File: src/design/qvr_pkg.sv
// Shared widths, constants and word types for the quaternion vector rotator.
package qvr_pkg;

  // Field widths of the data path
  localparam int QUAT_W = 16;
  localparam int VEC_W = 32;
  localparam int QFRAC = QUAT_W - 2;

  // Internal widths: pairwise product, exact matrix entry, rounded entry,
  // entry times vector component, row sum, rounded row, row plus offset
  localparam int PROD_W = 2 * QUAT_W;
  localparam int MAT_W = 2 * QUAT_W + 2;
  localparam int ENTRY_W = MAT_W - QFRAC;
  localparam int TERM_W = ENTRY_W + VEC_W;
  localparam int SUM_W = TERM_W + 2;
  localparam int ROT_W = SUM_W - QFRAC;
  localparam int OUT_SUM_W = ROT_W + 1;

  // Constants of the matrix formula and rounding
  localparam logic signed [MAT_W-1:0] MAT_ONE = MAT_W'(64'd1 << (2 * QFRAC));
  localparam logic signed [MAT_W-1:0] MAT_HALF = MAT_W'(64'd1 << (QFRAC - 1));
  localparam logic signed [SUM_W-1:0] SUM_HALF = SUM_W'(64'd1 << (QFRAC - 1));

  // Saturation bounds of an output component
  localparam logic signed [VEC_W-1:0] VEC_MAX = {1'b0, {(VEC_W - 1){1'b1}}};
  localparam logic signed [VEC_W-1:0] VEC_MIN = {1'b1, {(VEC_W - 1){1'b0}}};

  // Configuration register map
  localparam int PADDR_W = 3;
  localparam logic REG_OFFSET = 1'b0;

  // Input word
  typedef struct packed {
    logic signed [QUAT_W-1:0] quat_w;
    logic signed [QUAT_W-1:0] quat_x;
    logic signed [QUAT_W-1:0] quat_y;
    logic signed [QUAT_W-1:0] quat_z;
    logic signed [VEC_W-1:0] vec_x;
    logic signed [VEC_W-1:0] vec_y;
    logic signed [VEC_W-1:0] vec_z;
  } operand_t;

  // Result word
  typedef struct packed {
    logic signed [VEC_W-1:0] out_x;
    logic signed [VEC_W-1:0] out_y;
    logic signed [VEC_W-1:0] out_z;
    logic saturated;
  } result_t;

  // Rounded matrix (row-major, index 3*row+col) and the vector it applies to
  typedef struct packed {
    logic valid;
    logic [8:0][ENTRY_W-1:0] r;
    logic [2:0][VEC_W-1:0] vec;
  } mat_bus_t;

  // Rotated vector before the offset
  typedef struct packed {
    logic valid;
    logic [2:0][ROT_W-1:0] rot;
  } rot_bus_t;

endpackage

File: src/design/qvr_out.sv
// Offset add, saturation and result register (stage 5).
module qvr_out
  import qvr_pkg::*;
(
  input  logic                    clk,
  input  logic                    rst,
  input  rot_bus_t                rot,
  input  logic signed [VEC_W-1:0] offset,
  output logic                    done,
  output result_t                 result
);

  logic signed [OUT_SUM_W-1:0] acc [3];
  logic [2:0][VEC_W-1:0]       comp;
  logic [2:0]                  clip;

  // Add offset and clamp each component to the output range
  always_comb begin
    for (int i = 0; i < 3; i++) begin
      acc[i] = OUT_SUM_W'($signed(rot.rot[i])) + OUT_SUM_W'(offset);
      if (acc[i] > OUT_SUM_W'(VEC_MAX)) begin
        comp[i] = VEC_MAX;
        clip[i] = 1'b1;
      end else if (acc[i] < OUT_SUM_W'(VEC_MIN)) begin
        comp[i] = VEC_MIN;
        clip[i] = 1'b1;
      end else begin
        comp[i] = acc[i][VEC_W-1:0];
        clip[i] = 1'b0;
      end
    end
  end

  // Strobe the result word
  always_ff @(posedge clk) begin
    if (rst) begin
      done <= 1'b0;
    end else begin
      done <= rot.valid;
    end
  end

  // Register the result word
  always_ff @(posedge clk) begin
    result.out_x <= comp[0];
    result.out_y <= comp[1];
    result.out_z <= comp[2];
    result.saturated <= |clip;
  end

endmodule

File: config.mk
export PLATFORM = sky130hd
export DESIGN_NAME = qvr_out
export DESIGN_NICKNAME = d
export VERILOG_FILES = /design/src/design/qvr_pkg.sv /design/src/design/qvr_out.sv
export SDC_FILE = /design/constraint.sdc
export NUM_CORES = 1
export LEC_CHECK = 0
export BUFFER_PORTS_ARGS = -buffer_cell sky130_fd_sc_hd__buf_2
export CAP_MARGIN = 20
export CORE_ASPECT_RATIO = 0.8
export CORE_MARGIN = 2
export CORE_UTILIZATION = 30
export DETAILED_ROUTE_END_ITERATION = 16
export PLACE_DENSITY_LB_ADDON = 0.2
export SKIP_CTS_REPAIR_TIMING = 1
export SYNTH_ARGS = -nofsm -noshare
export SYNTH_HDL_FRONTEND = slang
export SYNTH_SLANG_ARGS = --single-unit
File: constraint.sdc
create_clock -name clk -period 6.65 [get_ports clk]
set_clock_uncertainty 0.05 [all_clocks]
set_input_delay 1.33 -clock clk [delete_from_list [all_inputs] [get_ports clk]]
set_output_delay 1.33 -clock clk [all_outputs]
set_load 0.005 [all_outputs]
==> out/metrics.cfg <==
[global_routing]
grt_pass1_vias = 10230
overflow = 0
grt_max_degree = 32
grt_pass1_wl_um = 60180
grt_usage_pct = 22.06
antenna_found_initial = 6

[cells_and_area]
n_fill_cell = 3655
final_cells = 2032
nNetsFinal = 1837
final_area_sq_mm = 0.01219
final_util_pct = 35.99
synthToLayoutAreaGrowth_pct = 17.59
drive_above_1_share_pct = 19.76

[placed_design]
dp_hpwl_um = 34750
portBuffers = 252
dpl-instance-area_sq_mm = 0.01189
finalWeightedCongestion = 0.9505
dp_cells = 2013

[logic_synthesis]
synth_cell_types = 91
synth.area.top_cells = dfxtp_1 (19%), ha_1 (14%), a21oi_1 (7.2%)
synth_warnings = 0
synth_top_area_share_pct = 18.93
avgSynthCellArea_sq_um = 7.619
synth.most_common_cell = a21oi_1
synth_flop_cell = dfxtp_1
syn_nets = 1638
synth-edff-count = 0
netlist_top_cells_count = a21oi_1 (149), nand2_1 (122), ha_1 (120), dfxtp_1 (98), nor2_1 (98)
yosys.area.top_type = dfxtp_1
syn-cell-area_sq_mm = 0.01036
async_flop_share_pct = 0
syn-instance-count = 1360
ys_seq_area_share_pct = 18.93
synth_seq_cells = 98

[die]
die_area_sq_mm = 0.03605
start_util_pct = 30.61
die_w_um = 211.8
io_pins = 253
core_sq_mm = 0.03386
fp.dieH_um = 170.2
rows = 60

[detailed_routing]
wl_um = 40910
drt_iter0_markers = 876
drtPass1Iterations = 5
via_per_inst = 5.471
drc = 0
vias = 11120
antenna_left = 0
routedWlPerCell_um = 20.13

[setup_path]
startpoint = offset[0]
cp.required_ns = 6.80
arrival_ns = 5.36
cp_cell_sequence = buf_2 > ha_1 > fa_1 > a211oi_1 > o211ai_1 > nand4_1 > nand3_1 > a22oi_1 > and3b_1 > o211ai_1 > nand4b_1 > nand2_1 > o21ai_0
worst_setup_path_start_kind = input pin
crit_fanout = 22
cp_common_cell = o211ai_1
endpoint = result[50]$_SDFF_PN1_
critPathMaxStageDelay_ns = 0.75
slowest_stage = nand2_1
worstSetupEndpointType = flip-flop
crit_type = input pin to flip-flop

[power_and_ir_drop]
pwr_density_cell_mw_per_mm2 = 196.2
combPwrFrac_pct = 47.3
totalPowerFinal_w = 0.002391
vdd_drop_max_mv = 0.1130
p_switching_w = 0.0009936
seqPwrFrac_pct = 30.2
power.internal_w = 0.001398
switching_share_pct = 41.55
clkPwrFrac_pct = 22.4
power.leakage_nw = 5.235

[sta]
max_slew_margin_pct = 30.46
rsz0062_at_grt = false
worst_pin_slew_ns = 1.043
period_needed_ns = 5.206
fin_setup_tns_ns = 0
hold_violations = 0
slew_viol_final = 0
fmaxAchievable_mhz = 192.1
period_share_pct = 78.29
setup_violations = 0

[clocking]
cts_inserted_buffers = 9
clk_pin_slew_ns = 0.08
clockBufferDepth = 2
cts_tree = done
h-tree-depth = 3
clock_sinks = 98
cts_root_buf = clkbuf_16

[worst_hold_path]
min-delay-path-class = input pin to flip-flop

[run_status]
status = completed

[flow_run]
cap_violations = 0

## critical path, delay by kind of cell
family	cells	cell delay (ns)
and+or+nand+nor	5	1.84
AOI/OAI and AO/OA	5	1.35
adders and majority gates	2	0.68
buffers and inverters	1	0.13
## registers in the layout, indices dropped and copies added (netlist names)
register,cells
done,1
result,97
## worst min path at each step
| stage | start | end | cells after the start | slack (ns) |
|---|---|---|---|---|
| 2_1_floorplan | rst | done$_SDFF_PP0_ | 1 | 1.35 |
| 3_3_place_gp | rst | done$_SDFF_PP0_ | 2 | 1.44 |
| 3_5_place_dp | rst | done$_SDFF_PP0_ | 2 | 1.44 |
| 4_1_cts | rst | done$_SDFF_PP0_ | 2 | 1.03 |
| 5_1_grt | rst | done$_SDFF_PP0_ | 2 | 1.04 |
| 6_report | rst | done$_SDFF_PP0_ | 2 | 1.05 |
## cells in the final DEF, fill, tap and decap left out, types with 10 or more instances in the layout
| cell type | n |
|---|---|
| ha_1 | 120 |
| xnor2_1 | 52 |
| or3_1 | 15 |
| o21ai_1 | 29 |
| inv_1 | 25 |
| a21oi_1 | 149 |
| a211oi_1 | 16 |
| o21ai_0 | 91 |
| nor3_1 | 27 |
| nor2_1 | 98 |
| a21o_1 | 79 |
| dfxtp_1 | 98 |
| o21bai_1 | 17 |
| a31oi_1 | 13 |
| and2_1 | 12 |
| nand2b_1 | 10 |
| o211ai_1 | 23 |
| o21a_1 | 23 |
| nand3_1 | 42 |
| buf_2 | 252 |
| xor2_1 | 47 |
| nand4_1 | 39 |
| nand2_1 | 122 |
## metrics by stage
stage                     hold WS (ns)  setup slack [ns]
after floorplan                  1.352             2.287
after global placement           1.436             1.179
after detailed placement         1.440             1.093
after CTS                        1.031             1.474
after global routing             1.043             1.070
final                            1.046             1.444
## per-layer routing
metal  vias up  global-route usage, %  wire [um]
met1      5182                  32.87      20570
met3        33                  3.654       2576
li1       5482                      -          -
met2       414                  33.44      17310
met5         -                      0         36
met4         6                  3.582        422
## power by group through the flow
| stage | Combinational, W | Sequential [W] | Clock, W |
|---|---|---|---|
| after floorplan | 0.000728 | 0.000739 | 0 |
| after global placement | 0.00112 | 0.000739 | 0 |
| after detailed placement | 0.00112 | 0.000736 | 0 |
| after CTS | 0.00112 | 0.000724 | 0.000554 |
| after global routing | 0.00124 | 0.000731 | 0.000574 |
| final | 0.00113 | 0.000723 | 0.000536 |
## layout make-up
type	count	area (sq um)	area share (%)
diodes	3	7.507	0.06161
well taps	465	581.8	4.775
multi-input cells	1169	7961	65.34
clock buffers	9	225.2	1.848
flip-flops and latches	98	1962	16.10
repair buffers	256	1291	10.60
clock inverters	7	62.56	0.5134
inverters	25	93.84	0.7701
## logic make-up (layout without fill, tap and decap cells)
family                     count (synthesis)  in the layout  share of synthesized area [%]
muxes                                      6              6                         0.6037
xor gates and xnor gates                  99             99                          8.368
AOI/OAI and AO/OA                        515            515                          32.31
and+or+nand+nor                          426            426                          20.45
adders and majority gates                123            123                          15.07
other                                      0              3                              0
DFF                                       98             98                          18.93
buffers and inverters                     93            297                          4.262
No activity file was read; power rests on OpenSTA's default activity.
